### config.mk
export PLATFORM = sky130hd
export DESIGN_NAME = wav_stream_mono_dac_feeder
export DESIGN_NICKNAME = d
export VERILOG_FILES = /design/src/sv/wsdf_pkg.sv /design/src/sv/wav_stream_mono_dac_feeder.sv
export VERILOG_INCLUDE_DIRS = /design/src /design/src/sv
export SDC_FILE = /design/constraint.sdc
export NUM_CORES = 1
export LEC_CHECK = 0
export ABC_AREA = 1
export BUFFER_PORTS_ARGS = -buffer_cell sky130_fd_sc_hd__buf_4
export CAP_MARGIN = 20
export CORE_AREA = 2 2 184 186
export CTS_BUF_LIST = sky130_fd_sc_hd__clkbuf_2 sky130_fd_sc_hd__clkbuf_4 sky130_fd_sc_hd__clkbuf_8
export CTS_CLUSTER_SIZE = 20
export DETAILED_ROUTE_END_ITERATION = 6
export DIE_AREA = 0 0 186 188
export PLACE_DENSITY = 0.84
export SYNTH_ARGS = -nofsm -noshare
export SYNTH_HDL_FRONTEND = slang
export SYNTH_SLANG_ARGS = --single-unit
### constraint.sdc
create_clock -name clk -period 7.2 [get_ports clk]
set_clock_uncertainty 0.15 [all_clocks]
set_input_delay 0 -clock clk [delete_from_list [all_inputs] [get_ports clk]]
set_output_delay 0 -clock clk [all_outputs]
set_load 0.01 [all_outputs]
### src/sv/wav_stream_mono_dac_feeder_macros.svh
// Assertion helpers for the WAV byte-stream feeder.
// Both expect clk and rst_n in scope at the point of use.
`ifndef WAV_STREAM_MONO_DAC_FEEDER_MACROS_SVH
`define WAV_STREAM_MONO_DAC_FEEDER_MACROS_SVH

// Same-cycle implication, checked outside reset
`define WSDF_ASSERT_NOW(label, cond, conseq) \
    label: assert property (@(posedge clk) disable iff (!rst_n) (cond) |-> (conseq)) \
        else $error("wav feeder check failed");

// Next-cycle implication, checked outside reset
`define WSDF_ASSERT_NEXT(label, cond, conseq) \
    label: assert property (@(posedge clk) disable iff (!rst_n) (cond) |=> (conseq)) \
        else $error("wav feeder check failed");

`endif

### src/sv/wsdf_pkg.sv
`timescale 1ns / 1ps

package wsdf_pkg;

    // Default channel limit for the mono downmix
    localparam int MAX_CHANNELS_DEF = 8;

    // Bytes of the fmt body that carry fields
    localparam int FORMAT_BYTES = 16;
    localparam int FMT_IDX_W    = $clog2(FORMAT_BYTES);

    // Byte positions inside the fmt body
    localparam logic [FMT_IDX_W-1:0] FMT_CH_LO    = FMT_IDX_W'(2);
    localparam logic [FMT_IDX_W-1:0] FMT_CH_HI    = FMT_IDX_W'(3);
    localparam logic [FMT_IDX_W-1:0] FMT_BLOCK_LO = FMT_IDX_W'(12);
    localparam logic [FMT_IDX_W-1:0] FMT_BLOCK_HI = FMT_IDX_W'(13);
    localparam logic [FMT_IDX_W-1:0] FMT_BITS_LO  = FMT_IDX_W'(14);
    localparam logic [FMT_IDX_W-1:0] FMT_BITS_HI  = FMT_IDX_W'(15);
    localparam logic [FMT_IDX_W-1:0] FMT_LAST     = FMT_IDX_W'(FORMAT_BYTES - 1);

    // Chunk tags, little-endian ASCII
    localparam logic [31:0] TAG_RIFF = 32'h4646_4952;
    localparam logic [31:0] TAG_FMT  = 32'h2074_6d66;
    localparam logic [31:0] TAG_DATA = 32'h6174_6164;
    localparam logic [31:0] TAG_LIST = 32'h5453_494c;

    // Sample conversion
    localparam logic [15:0] SAMPLE_BITS_16 = 16'd16;
    localparam logic [15:0] SAMPLE_OFFSET  = 16'h8000;
    localparam logic [15:0] CODE_MASK      = 16'hFFC0;

    // Shared divider
    localparam int DIV_BITS = 32;
    localparam int DIV_CNT_W = $clog2(DIV_BITS + 1);

    // Result status codes
    localparam logic [1:0] STATUS_SAMPLE = 2'd0;
    localparam logic [1:0] STATUS_END    = 2'd1;
    localparam logic [1:0] STATUS_TRUNC  = 2'd2;
    localparam logic [1:0] STATUS_BAD_CH = 2'd3;

    // Parse phase
    typedef enum logic [4:0] {
        PH_HEADER = 5'b00001,
        PH_RIFF   = 5'b00010,
        PH_FMT    = 5'b00100,
        PH_SKIP   = 5'b01000,
        PH_SLICE  = 5'b10000
    } phase_t;

    // Sequencer around the shared divider
    typedef enum logic [2:0] {
        SEQ_IDLE    = 3'b001,
        SEQ_DIV_LEN = 3'b010,
        SEQ_DIV_AVG = 3'b100
    } seq_t;

endpackage

### src/sv/wav_stream_mono_dac_feeder.sv
// Channel | Handshake             | Payload
// --------+-----------------------+---------------------------
// in      | in_valid / in_stall   | file_byte[7:0], end_of_file
// out     | out_valid / out_stall | dac_code[15:0], status[1:0]
//
// The last header byte of a data chunk with a nonzero block size and the last
// byte of a 16-bit slice start the shared restoring divider: a load, 32
// iterations (one quotient bit a cycle) and a finishing step.
// Reset is asynchronous and clears all parse state at once; no clearing pass.
// in_stall is high while the divider runs and while a result waits under
// out_stall; results sit in an output register until taken.
`timescale 1ns / 1ps
`include "wav_stream_mono_dac_feeder_macros.svh"

module wav_stream_mono_dac_feeder #(
    parameter int MAX_CHANNELS = wsdf_pkg::MAX_CHANNELS_DEF
) (
    input  logic        clk,
    input  logic        rst_n,
    input  logic        in_valid,
    output logic        in_stall,
    input  logic [7:0]  file_byte,
    input  logic        end_of_file,
    output logic        out_valid,
    input  logic        out_stall,
    output logic [15:0] dac_code,
    output logic [1:0]  status
);

    localparam int SUM_W = 16 + $clog2(MAX_CHANNELS);
    localparam logic [15:0] MAX_CH16 = 16'(MAX_CHANNELS);
    localparam int CNT_W = wsdf_pkg::DIV_CNT_W;
    localparam int IDX_W = wsdf_pkg::FMT_IDX_W;

    wsdf_pkg::seq_t   state_reg, state_next;
    wsdf_pkg::phase_t phase_reg, phase_next;

    logic [2:0]              hdr_cnt_reg, hdr_cnt_next;
    logic [31:0]             tag_reg, tag_next;
    logic [31:0]             len_reg, len_next;
    logic [31:0]             skip_reg, skip_next;
    logic [IDX_W-1:0]        fmt_idx_reg, fmt_idx_next;
    logic [15:0]             ch_reg, ch_next;
    logic [15:0]             bits_reg, bits_next;
    logic [15:0]             block_reg, block_next;
    logic [31:0]             slices_reg, slices_next;
    logic [15:0]             sidx_reg, sidx_next;
    logic [7:0]              low_reg, low_next;
    logic signed [SUM_W-1:0] sum_reg, sum_next;
    logic                    done_reg, done_next;

    // Shared divider registers
    logic [15:0]      rem_reg, rem_next;
    logic [31:0]      dq_reg, dq_next;
    logic [15:0]      dvs_reg, dvs_next;
    logic [CNT_W-1:0] dcnt_reg, dcnt_next;
    logic             neg_reg, neg_next;

    // Output register
    logic        out_valid_reg, out_valid_next;
    logic [15:0] dac_code_reg, dac_code_next;
    logic [1:0]  status_reg, status_next;

    logic                    accept;
    logic                    out_free;
    logic [31:0]             full_len;
    logic [2:0]              riff_cnt;
    logic [31:0]             skip_dec;
    logic                    acc_en;
    logic signed [15:0]      sample;
    logic signed [SUM_W-1:0] slice_sum;
    logic [SUM_W-1:0]        sum_mag;
    logic [31:0]             slices_dec;
    logic                    bad_ch;
    logic [17:0]             trial;
    logic [16:0]             quot;
    logic [16:0]             avg;
    logic                    res_load;
    logic [15:0]             res_code;
    logic [1:0]              res_status;

    assign out_free = !out_valid_reg || !out_stall;
    assign in_stall = (state_reg != wsdf_pkg::SEQ_IDLE) || !out_free;
    assign accept   = in_valid && !in_stall;

    assign out_valid = out_valid_reg;
    assign dac_code  = dac_code_reg;
    assign status    = status_reg;

    // Per-byte datapath values
    assign full_len   = {file_byte, len_reg[23:0]};
    assign riff_cnt   = hdr_cnt_reg + 3'd1;
    assign skip_dec   = (skip_reg != 32'd0) ? skip_reg - 32'd1 : 32'd0;
    assign acc_en     = (bits_reg == wsdf_pkg::SAMPLE_BITS_16) && (ch_reg <= MAX_CH16)
                        && ({1'b0, sidx_reg} < {ch_reg, 1'b0});
    assign sample     = $signed({file_byte, low_reg});
    assign slice_sum  = (acc_en && sidx_reg[0]) ? sum_reg + SUM_W'(sample) : sum_reg;
    assign sum_mag    = slice_sum[SUM_W-1] ? SUM_W'(-slice_sum) : SUM_W'(slice_sum);
    assign slices_dec = (slices_reg != 32'd0) ? slices_reg - 32'd1 : 32'd0;
    assign bad_ch     = (ch_reg == 16'd0) || (ch_reg > MAX_CH16);

    // One restoring step of the divider
    assign trial = {1'b0, rem_reg, dq_reg[31]} - {2'b00, dvs_reg};
    assign quot  = dq_reg[16:0];
    assign avg   = neg_reg ? 17'(-quot) : quot;

    // Sequencer and parser
    always_comb
    begin
        state_next    = state_reg;
        phase_next    = phase_reg;
        hdr_cnt_next  = hdr_cnt_reg;
        tag_next      = tag_reg;
        len_next      = len_reg;
        skip_next     = skip_reg;
        fmt_idx_next  = fmt_idx_reg;
        ch_next       = ch_reg;
        bits_next     = bits_reg;
        block_next    = block_reg;
        slices_next   = slices_reg;
        sidx_next     = sidx_reg;
        low_next      = low_reg;
        sum_next      = sum_reg;
        done_next     = done_reg;
        rem_next      = rem_reg;
        dq_next       = dq_reg;
        dvs_next      = dvs_reg;
        dcnt_next     = dcnt_reg;
        neg_next      = neg_reg;
        res_load      = 1'b0;
        res_code      = 16'd0;
        res_status    = wsdf_pkg::STATUS_SAMPLE;

        case (state_reg)
            wsdf_pkg::SEQ_IDLE:
            begin
                if (accept && !done_reg) begin
                    if (end_of_file) begin
                        // Close the stream
                        done_next  = 1'b1;
                        res_load   = 1'b1;
                        res_status = (phase_reg == wsdf_pkg::PH_SLICE) ?
                                     wsdf_pkg::STATUS_TRUNC : wsdf_pkg::STATUS_END;
                    end else begin
                        case (phase_reg)
                            wsdf_pkg::PH_HEADER:
                            begin
                                // Collect tag and length, then dispatch
                                if (!hdr_cnt_reg[2])
                                    tag_next[{hdr_cnt_reg[1:0], 3'b000} +: 8] = file_byte;
                                else
                                    len_next[{hdr_cnt_reg[1:0], 3'b000} +: 8] = file_byte;
                                hdr_cnt_next = hdr_cnt_reg + 3'd1;
                                if (hdr_cnt_reg == 3'd7) begin
                                    if (tag_reg == wsdf_pkg::TAG_RIFF) begin
                                        hdr_cnt_next = 3'd0;
                                        phase_next   = wsdf_pkg::PH_RIFF;
                                    end else if (tag_reg == wsdf_pkg::TAG_FMT) begin
                                        fmt_idx_next = '0;
                                        skip_next    = (full_len > 32'(wsdf_pkg::FORMAT_BYTES)) ?
                                            full_len - 32'(wsdf_pkg::FORMAT_BYTES) : 32'd0;
                                        phase_next   = wsdf_pkg::PH_FMT;
                                    end else if (tag_reg == wsdf_pkg::TAG_DATA
                                                 && block_reg != 16'd0) begin
                                        // Count slices on the shared divider
                                        sidx_next  = 16'd0;
                                        sum_next   = '0;
                                        rem_next   = 16'd0;
                                        dq_next    = full_len;
                                        dvs_next   = block_reg;
                                        dcnt_next  = CNT_W'(wsdf_pkg::DIV_BITS);
                                        state_next = wsdf_pkg::SEQ_DIV_LEN;
                                    end else begin
                                        // LIST, unknown, or data with no block size
                                        skip_next  = full_len;
                                        phase_next = (full_len != 32'd0) ?
                                                     wsdf_pkg::PH_SKIP : wsdf_pkg::PH_HEADER;
                                    end
                                end
                            end
                            wsdf_pkg::PH_RIFF:
                            begin
                                // Drop the form type
                                hdr_cnt_next = riff_cnt;
                                if (riff_cnt >= 3'd4) begin
                                    hdr_cnt_next = 3'd0;
                                    phase_next   = wsdf_pkg::PH_HEADER;
                                end
                            end
                            wsdf_pkg::PH_FMT:
                            begin
                                // Capture format fields
                                case (fmt_idx_reg)
                                    wsdf_pkg::FMT_CH_LO:    ch_next[7:0]     = file_byte;
                                    wsdf_pkg::FMT_CH_HI:    ch_next[15:8]    = file_byte;
                                    wsdf_pkg::FMT_BLOCK_LO: block_next[7:0]  = file_byte;
                                    wsdf_pkg::FMT_BLOCK_HI: block_next[15:8] = file_byte;
                                    wsdf_pkg::FMT_BITS_LO:  bits_next[7:0]   = file_byte;
                                    wsdf_pkg::FMT_BITS_HI:  bits_next[15:8]  = file_byte;
                                    default: ;
                                endcase
                                fmt_idx_next = fmt_idx_reg + 1'b1;
                                if (fmt_idx_reg == wsdf_pkg::FMT_LAST) begin
                                    fmt_idx_next = '0;
                                    phase_next   = (skip_reg != 32'd0) ?
                                                   wsdf_pkg::PH_SKIP : wsdf_pkg::PH_HEADER;
                                end
                            end
                            wsdf_pkg::PH_SKIP:
                            begin
                                skip_next = skip_dec;
                                if (skip_dec == 32'd0)
                                    phase_next = wsdf_pkg::PH_HEADER;
                            end
                            wsdf_pkg::PH_SLICE:
                            begin
                                // Gather channel samples
                                if (acc_en && !sidx_reg[0])
                                    low_next = file_byte;
                                sum_next = slice_sum;
                                if ({1'b0, sidx_reg} + 17'd1 < {1'b0, block_reg}) begin
                                    sidx_next = sidx_reg + 16'd1;
                                end else begin
                                    sidx_next = 16'd0;
                                    if (bad_ch) begin
                                        done_next  = 1'b1;
                                        res_load   = 1'b1;
                                        res_status = wsdf_pkg::STATUS_BAD_CH;
                                    end else begin
                                        sum_next    = '0;
                                        slices_next = slices_dec;
                                        if (slices_dec == 32'd0)
                                            phase_next = wsdf_pkg::PH_HEADER;
                                        if (bits_reg == wsdf_pkg::SAMPLE_BITS_16) begin
                                            // Average on the shared divider
                                            rem_next   = 16'd0;
                                            dq_next    = 32'(sum_mag);
                                            dvs_next   = ch_reg;
                                            neg_next   = slice_sum[SUM_W-1];
                                            dcnt_next  = CNT_W'(wsdf_pkg::DIV_BITS);
                                            state_next = wsdf_pkg::SEQ_DIV_AVG;
                                        end else begin
                                            res_load = 1'b1;
                                        end
                                    end
                                end
                            end
                            default:
                            begin
                                phase_next = wsdf_pkg::PH_HEADER;
                            end
                        endcase
                    end
                end
            end
            wsdf_pkg::SEQ_DIV_LEN,
            wsdf_pkg::SEQ_DIV_AVG:
            begin
                if (dcnt_reg != '0) begin
                    // Advance one quotient bit
                    if (!trial[17]) begin
                        rem_next = trial[15:0];
                        dq_next  = {dq_reg[30:0], 1'b1};
                    end else begin
                        rem_next = {rem_reg[14:0], dq_reg[31]};
                        dq_next  = {dq_reg[30:0], 1'b0};
                    end
                    dcnt_next = dcnt_reg - 1'b1;
                end else if (state_reg == wsdf_pkg::SEQ_DIV_LEN) begin
                    slices_next = dq_reg;
                    phase_next  = (dq_reg != 32'd0) ?
                                  wsdf_pkg::PH_SLICE : wsdf_pkg::PH_HEADER;
                    state_next  = wsdf_pkg::SEQ_IDLE;
                end else if (out_free) begin
                    // Offset, mask and deliver the mono code
                    res_load   = 1'b1;
                    res_code   = 16'(avg[15:0] + wsdf_pkg::SAMPLE_OFFSET)
                                 & wsdf_pkg::CODE_MASK;
                    state_next = wsdf_pkg::SEQ_IDLE;
                end
            end
            default:
            begin
                state_next = wsdf_pkg::SEQ_IDLE;
            end
        endcase
    end

    // Load or drain the output register
    always_comb
    begin
        out_valid_next = out_valid_reg;
        dac_code_next  = dac_code_reg;
        status_next    = status_reg;
        if (res_load) begin
            out_valid_next = 1'b1;
            dac_code_next  = res_code;
            status_next    = res_status;
        end else if (out_valid_reg && !out_stall) begin
            out_valid_next = 1'b0;
        end
    end

    always_ff @(posedge clk or negedge rst_n)
    begin
        if (!rst_n) begin
            state_reg     <= wsdf_pkg::SEQ_IDLE;
            phase_reg     <= wsdf_pkg::PH_HEADER;
            hdr_cnt_reg   <= 3'd0;
            tag_reg       <= 32'd0;
            len_reg       <= 32'd0;
            skip_reg      <= 32'd0;
            fmt_idx_reg   <= '0;
            ch_reg        <= 16'd0;
            bits_reg      <= 16'd0;
            block_reg     <= 16'd0;
            slices_reg    <= 32'd0;
            sidx_reg      <= 16'd0;
            low_reg       <= 8'd0;
            sum_reg       <= '0;
            done_reg      <= 1'b0;
            rem_reg       <= 16'd0;
            dq_reg        <= 32'd0;
            dvs_reg       <= 16'd0;
            dcnt_reg      <= '0;
            neg_reg       <= 1'b0;
            out_valid_reg <= 1'b0;
            dac_code_reg  <= 16'd0;
            status_reg    <= wsdf_pkg::STATUS_SAMPLE;
        end else begin
            state_reg     <= state_next;
            phase_reg     <= phase_next;
            hdr_cnt_reg   <= hdr_cnt_next;
            tag_reg       <= tag_next;
            len_reg       <= len_next;
            skip_reg      <= skip_next;
            fmt_idx_reg   <= fmt_idx_next;
            ch_reg        <= ch_next;
            bits_reg      <= bits_next;
            block_reg     <= block_next;
            slices_reg    <= slices_next;
            sidx_reg      <= sidx_next;
            low_reg       <= low_next;
            sum_reg       <= sum_next;
            done_reg      <= done_next;
            rem_reg       <= rem_next;
            dq_reg        <= dq_next;
            dvs_reg       <= dvs_next;
            dcnt_reg      <= dcnt_next;
            neg_reg       <= neg_next;
            out_valid_reg <= out_valid_next;
            dac_code_reg  <= dac_code_next;
            status_reg    <= status_next;
        end
    end

    // Checks
    `WSDF_ASSERT_NOW(a_rem_below_divisor, state_reg != wsdf_pkg::SEQ_IDLE, rem_reg < dvs_reg)
    `WSDF_ASSERT_NOW(a_slice_has_count, phase_reg == wsdf_pkg::PH_SLICE, slices_reg != 32'd0)
    `WSDF_ASSERT_NOW(a_code_only_sample, out_valid_reg && status_reg != wsdf_pkg::STATUS_SAMPLE, dac_code_reg == 16'd0)
    `WSDF_ASSERT_NEXT(a_eof_gives_result, accept && end_of_file && !done_reg, out_valid_reg)
    `WSDF_ASSERT_NEXT(a_quiet_after_done, done_reg && !out_valid_reg, !out_valid_reg)

endmodule
==> reports/summary.txt, run 1 <==
run status -> finished, final reports clean
share of async-settable or async-resettable flops after synthesis -> 100%
min-delay worst type -> in2reg
Pleak -> 11.4 nW
final hold violations -> 0
Syn Area/Cell -> 6.99 µm²
Area growth syn-to-layout -> 9.21%
Mapped Cells -> 3043
CTS sink count -> 311
Worst-path clk slew -> 60 ps
port bufs -> 26
Tot GR Track Use -> 38.2%
vias in the first global route -> 20103
Synth Flop Type -> dfrtp_1
Max Slew Vio Count -> 0
routed length per instance -> 18.5 µm
final std cells w/o fill -> 3563
last element of the critical path -> dq_reg[0]
Starting Density -> 64.2%
largest net degree at the start of global routing -> 154
H-Tree Depth -> 2
vias per inst -> 6.04
setup bufs post-CTS -> 0
final setup slack of the worst path -> 1950 ps
core area -> 33100 µm²
Hold WS -> 138 ps
Synth Cell Area -> 21300 µm²
fmax -> 0.190 GHz
layout cell share with drive strength beyond 1 -> 8.61%
most frequent cells in the layout -> 713 x nand2_1, 361 x inv_1, 360 x nor2_1
PwrDens -> 167 nW/µm²
Worst R2R Path Depth -> 26
maximum VDD drop -> 0.000158 V
DRC -> 0
CP arrival -> 5630 ps
DP Worst Slack -> 2110 ps
Seq/Total Area, Yosys -> 36.6%
FF-to-FF Start -> sidx_reg[0]
RSZ-0062 raised after global routing -> false
Die Y -> 188 µm
minimum clock period -> 5250 ps
startpoint types -> flip-flop
Worst-Margin Slew -> 1080 ps
DRT Pass-1 Iters -> 7
post-CTS resize count -> 0
worst-path fanout max -> 29
Worst Setup SP -> sidx_reg[0]
setup violators final -> 0
Worst R2R End -> dq_reg[0]
total gr overflow -> 0
initial antenna violation count -> 1
Iter 0 DRT Violations -> 2409
vias post-DR -> 21507
placed instance count -> 3441
Post-synth EDFFs -> 0
Fillers -> 2832
setup TNS -> 0 ps
Seq cells post-synth -> 311
first-pass GRT wire length -> 105000 µm
CTS tree -> yes
Final Cycle Share -> 73.0%
synth warn -> 0
Max Buffers Root-to-Sink -> 3
TritonCTS buffer count -> 55
Hold-fix buffers, CTS -> 15
Die W -> 186 µm
IO Pins -> 33
fin nets -> 3162
register-to-register setup slack -> 1950 ps
GP Congestion -> 1.00
Worst slew margin -> 27.9%
final wirelength -> 66100 µm
clk_lat worst skew -> 670 ps
Setup crit end kind -> flip-flop
Required @ worst endpoint -> 7570 ps
final core occ -> 70.1%
Final ANT Viol Nets -> 0
Max Cap Viol -> 0
worst setup path class -> reg2reg
num rows -> 67
Die Area -> 35000 µm²
Distinct cells, synth -> 69
Post-DP HPWL -> 48300 µm
root buf cell -> clkbuf_8
leading cell type in the layout, fill and taps excluded -> nand2_1
## per-layer routing
layer	part of all wire, %	GRT usage (%)	up-vias
met4	4.0	16.1	0
met3	10	8.99	177
met1	42	52.3	10177
met5	0	0	-
li1	-	-	10106
met2	44	58.0	1047
## layout make-up
type / count / area, µm² / area share, %
clock buffer: 82 / 1020 / 4.38
timing repair buffer: 57 / 500 / 2.16
antenna: 2 / 5.00 / 0.0216
multi-input combinational: 2253 / 11600 / 49.9
tap: 448 / 561 / 2.41
inverter: 388 / 1460 / 6.29
sequential: 311 / 7780 / 33.5
clock inverter: 22 / 318 / 1.37
## cells in the mapped netlist, types with 4 or more instances
cell type  count  area (µm²)
buf_4         11        82.6
buf_2         24         120
ha_1          81        1010
xnor2_1        8        70.1
nor3_2         8        80.1
nor4_1        23         144
a21oi_1      153         766
inv_1        361        1360
nor2_4         5        56.3
nor2_1       362        1360
nor3_1        46         230
o211ai_2       8         100
nor2_2        20         125
buf_6          5        56.3
or2_2         13        81.3
o21ai_1       46         230
nand4_1       91         569
clkbuf_1      54         203
nand3_1      183         916
a21o_1         5        37.5
nand2_1      713        2680
and2_1         4        25.0
o211ai_1      12        90.1
a31oi_1       19         119
inv_2         22        82.6
nand2_2       16         100
nand3_2        4        40.0
o21ai_0      277        1390
o21bai_1       6        45.0
o31ai_1        7        52.6
xor2_1        46         403
a22oi_1        5        37.5
o22ai_1       35         219
dfrtp_1      309        7730
## how the worst min path moves through the flow
stage	from	endpoint	slack [ps]	cells past startpoint
2_1_floorplan	rst_n	bits_reg[0]	-450	0
3_3_place_gp	rst_n	bits_reg[7]	-50	1
3_5_place_dp	rst_n	bits_reg[7]	-40	1
4_1_cts	out_stall	out_valid	120	4
5_1_grt	file_byte[5]	len_reg[5]	150	4
6_report	file_byte[6]	len_reg[6]	140	4
## power breakdown
group | internal [W] | switching (W) | total, W | leakage (nW)
sequential | 0.00175 | 0.0000000000000000000402 | 0.00175 | 3.76
combinational | 0.0000277 | 0.0000919 | 0.000120 | 6.90
clock | 0.00119 | 0.000809 | 0.00200 | 0.700
## metrics by stage
stage	instance area [µm²]	total power, W
floorplan	21300	0.00182
finish	23200	0.00387
detailed placement	21700	0.00189
CTS	23200	0.00388
global route	23200	0.00397
global placement	21700	0.00189
## worst max-delay path, stage by stage (launching register included)
cell,delay [ps]
dfrtp_1,780
inv_2,120
nor3_1,400
nand2_1,90
nor2_1,160
nand3_1,140
nor3_1,160
inv_1,70
nor2_1,110
inv_2,60
nor3_2,190
nand2_1,100
xor2_1,190
inv_1,60
ha_1,290
inv_1,40
o211ai_1,190
inv_2,40
o21ai_0,100
a21oi_1,80
nand2_2,160
nand2_2,130
a21boi_4,580
buf_4,410
o21ai_0,130
o21ai_0,90
nand3_1,100
## kinds of logic (layout without fill, tap and decap cells)
group	after synthesis	in the layout	share of synthesized area, %
DFF	311	311	36.6
adders and majority gates	83	83	4.95
other	1	8	0.0176
buffers and inverters	484	549	9.07
xor gates and xnor gates	55	55	2.35
AOI/OAI and AO/OA	591	591	15.3
and+or+nand+nor	1517	1517	31.7
muxes	1	1	0.0471
Power figures use the tool's default switching activity.
==> inputs of run 2 (changes only) <==
--- a/config.mk
+++ b/config.mk
@@ -9,12 +9,12 @@
 export ABC_AREA = 1
 export BUFFER_PORTS_ARGS = -buffer_cell sky130_fd_sc_hd__buf_4
 export CAP_MARGIN = 20
-export CORE_AREA = 2 2 184 186
+export CORE_AREA = 2 2 192 194
 export CTS_BUF_LIST = sky130_fd_sc_hd__clkbuf_2 sky130_fd_sc_hd__clkbuf_4 sky130_fd_sc_hd__clkbuf_8
 export CTS_CLUSTER_SIZE = 20
 export DETAILED_ROUTE_END_ITERATION = 6
-export DIE_AREA = 0 0 186 188
-export PLACE_DENSITY = 0.84
+export DIE_AREA = 0 0 194 196
+export PLACE_DENSITY = 0.82
 export SYNTH_ARGS = -nofsm -noshare
 export SYNTH_HDL_FRONTEND = slang
 export SYNTH_SLANG_ARGS = --single-unit
==> constraint.sdc (replaced) <==
create_clock -name clk -period 4.7 [get_ports clk]
set_clock_uncertainty 0.15 [all_clocks]
set_input_delay 0 -clock clk [delete_from_list [all_inputs] [get_ports clk]]
set_output_delay 0 -clock clk [all_outputs]
set_load 0.01 [all_outputs]
==> run 2 against run 1 <==
Net effect: cell count increased by 0.70%; combinational power grew 54%; sequential share of layout area is 0.10 points lower; largest cell class unchanged; highest routed layer unchanged.
==> reports/summary.txt, run 2 (synthesis results as in run 1) <==
Worst R2R Path Depth -> 22 (was 26)
Max Slew Vio Count -> 0 (unchanged)
final std cells w/o fill -> 3588 (was 3563)
Sw Share -> 23.6% (was 23.3%)
fmax -> 0.230 GHz (was 0.190 GHz)
root buf cell -> clkbuf_8 (unchanged)
min-delay worst type -> in2reg (unchanged)
Comb pwr share -> 3.2% (was 3.1%)
RSZ-0062 raised after global routing -> false (unchanged)
total gr overflow -> 0 (unchanged)
CP peak stage delay -> 590 ps (was 780 ps)
Die Y -> 196 µm (was 188 µm)
PwrDens -> 247 nW/µm² (was 167 nW/µm²)
startpoint types -> flip-flop (unchanged)
Fillers -> 3194 (was 2832)
Levels on crit path -> 22 (was 26)
Final ANT Viol Nets -> 0 (unchanged)
core area -> 36100 µm² (was 33100 µm²)
clk_lat worst skew -> 680 ps (was 670 ps)
final core occ -> 64.5% (was 70.1%)
Post-DP HPWL -> 48200 µm (was 48300 µm)
Net Switching -> 0.00135 W (was 0.000901 W)
Max Buffers Root-to-Sink -> 3 (unchanged)
worst-path fanout max -> 14 (was 29)
DRT Pass-1 Iters -> 6 (was 7)
Iter 0 DRT Violations -> 2201 (was 2409)
maximum VDD drop -> 0.000223 V (was 0.000158 V)
port bufs -> 26 (unchanged)
DRC -> 0 (unchanged)
Internal -> 0.00439 W (was 0.00297 W)
Starting Density -> 58.9% (was 64.2%)
initial antenna violation count -> 0 (was 1)
Worst-path clk slew -> 70 ps (was 60 ps)
Tot GR Track Use -> 34.6% (was 38.2%)
CTS sink count -> 311 (unchanged)
IO Pins -> 33 (unchanged)
first-pass GRT wire length -> 106000 µm (was 105000 µm)
FF-to-FF Start -> sidx_reg[0] (unchanged)
Required @ worst endpoint -> 5090 ps (was 7570 ps)
Worst slew margin -> 38.6% (was 27.9%)
routed length per instance -> 18.4 µm (was 18.5 µm)
CTS tree -> yes (unchanged)
crit-path leading delay family -> buffers and inverters (was simple AND/OR/NAND/NOR gates)
Setup crit end kind -> flip-flop (unchanged)
vias post-DR -> 21258 (was 21507)
placed instance count -> 3467 (was 3441)
leading cell type in the layout, fill and taps excluded -> nand2_1 (unchanged)
Final Cycle Share -> 92.3% (was 73.0%)
TritonCTS buffer count -> 56 (was 55)
Die Area -> 38000 µm² (was 35000 µm²)
Flop pwr share -> 46.6% (was 45.2%)
setup TNS -> 0 ps (unchanged)
most frequent cells in the layout -> 713 x nand2_1, 361 x inv_1, 359 x nor2_1 (was 713 x nand2_1, 361 x inv_1, 360 x nor2_1)
critical path cell sequence -> buf_6 -> ha_1 -> nand3_1 -> nor2_1 -> nand2_1 -> nor3_2 -> inv_1 -> nor2_2 -> nand4_1 -> xor2_1 -> inv_1 -> ha_1 -> a21oi_1 -> o21a_1 -> o21ai_0 -> a21oi_1 -> nand2_2 -> inv_1 -> nor2_1 -> o21ai_0 -> dlygate4sd3_1 -> o21ai_0
worst setup path class -> reg2reg (unchanged)
register-to-register setup slack -> 360 ps (was 1950 ps)
hold path endpoint -> len_reg[6] (unchanged)
CP arrival -> 4730 ps (was 5630 ps)
vias in the first global route -> 19700 (was 20103)
beginning of the worst hold path -> file_byte[6] (unchanged)
GP Congestion -> 0.977 (was 1.00)
Clock Power Share -> 50.2% (was 51.7%)
Worst-Margin Slew -> 919 ps (was 1080 ps)
run status -> finished, final reports clean (unchanged)
Critical Path Slowest Stage Cell -> dlygate4sd3_1 (was dfrtp_1)
layout cell share with drive strength beyond 1 -> 8.94% (was 8.61%)
final hold violations -> 0 (unchanged)
num rows -> 70 (was 67)
Hold Crit Depth -> 4 (unchanged)
largest net degree at the start of global routing -> 122 (was 154)
setup violators final -> 0 (unchanged)
H-Tree Depth -> 2 (unchanged)
Max Cap Viol -> 0 (unchanged)
Buf/Inv on CP -> 5 (was 7)
final wirelength -> 65900 µm (was 66100 µm)
Pleak -> 11.4 nW (about the same)
vias per inst -> 5.92 (was 6.04)
Area growth syn-to-layout -> 9.54% (was 9.21%)
fin nets -> 3171 (was 3162)
antenna cell count -> 0 (was 2)
Die W -> 194 µm (was 186 µm)
Worst R2R End -> status[0] (was dq_reg[0])
minimum clock period -> 4340 ps (was 5250 ps)
==> run 2: tightest hold or removal path: cells and delay by family <==
| kind | cells | cell delay (ps) |
|---|---|---|
| buffers and inverters | 2 | 710 |
| AND/OR/NAND/NOR | 1 | 100 |
| AO/OA/AOI/OAI | 1 | 90 |
==> run 2: power groups by stage <==
stage | Sequential [W] | Clock [W] | Combinational [W]
6_report | 0.00268 | 0.00288 | 0.000185
5_1_grt | 0.00268 | 0.00303 | 0.000202
4_1_cts | 0.00268 | 0.00291 | 0.000184
3_5_place_dp | 0.00273 | 0 | 0.000172
3_3_place_gp | 0.00273 | 0 | 0.000169
2_1_floorplan | 0.00273 | 0 | 0.0000615
==> run 2: worst max path at each step <==
stage,from,to,slack (ps)
after global placement,sidx_reg[0],slices_reg[10],480
after global routing,sidx_reg[0],dvs_reg[2],40
final,sidx_reg[0],status[0],360
after floorplan,sidx_reg[0],dq_reg[18],1050
after detailed placement,sidx_reg[0],slices_reg[8],340
after CTS,sidx_reg[0],slices_reg[8],310
==> run 2: final cells by class <==
cell class,count,area (µm²),share of cell area (%)
multi-input combinational,2253,11600,49.8
timing repair buffer,65,603,2.59
tap,468,586,2.51
clock inverter,14,179,0.768
sequential,311,7780,33.4
inverter,388,1460,6.27
clock buffer,89,1070,4.61
==> run 2: timing repair <==
action	in CTS	in global routing
setup endpoints to repair	0	21
setup buffers	0	1
hold buffers	16	0
resized for setup	0	9
endpoints found under the hold margin	430	0
==> run 2: routing by layer <==
layer  GRT usage, %  vias to the layer above  part of all wire (%)
met5              0                        -                     0
li1               -                    10128                     -
met1           48.0                    10036                    43
met4           12.3                        0                   3.6
met2           54.0                      928                    45
met3           7.32                      166                   9.1
==> run 2: through the flow <==
step | total power (W) | hold WS, ps | setup slack (ps) | instance area, µm²
after floorplan | 0.00279 | -446 | 1050 | 21300
after detailed placement | 0.00290 | -95.0 | 340 | 21800
after global routing | 0.00591 | 122 | 43.2 | 23300
after CTS | 0.00577 | 100 | 308 | 23200
final | 0.00575 | 141 | 360 | 23300
after global placement | 0.00290 | -98.0 | 479 | 21800
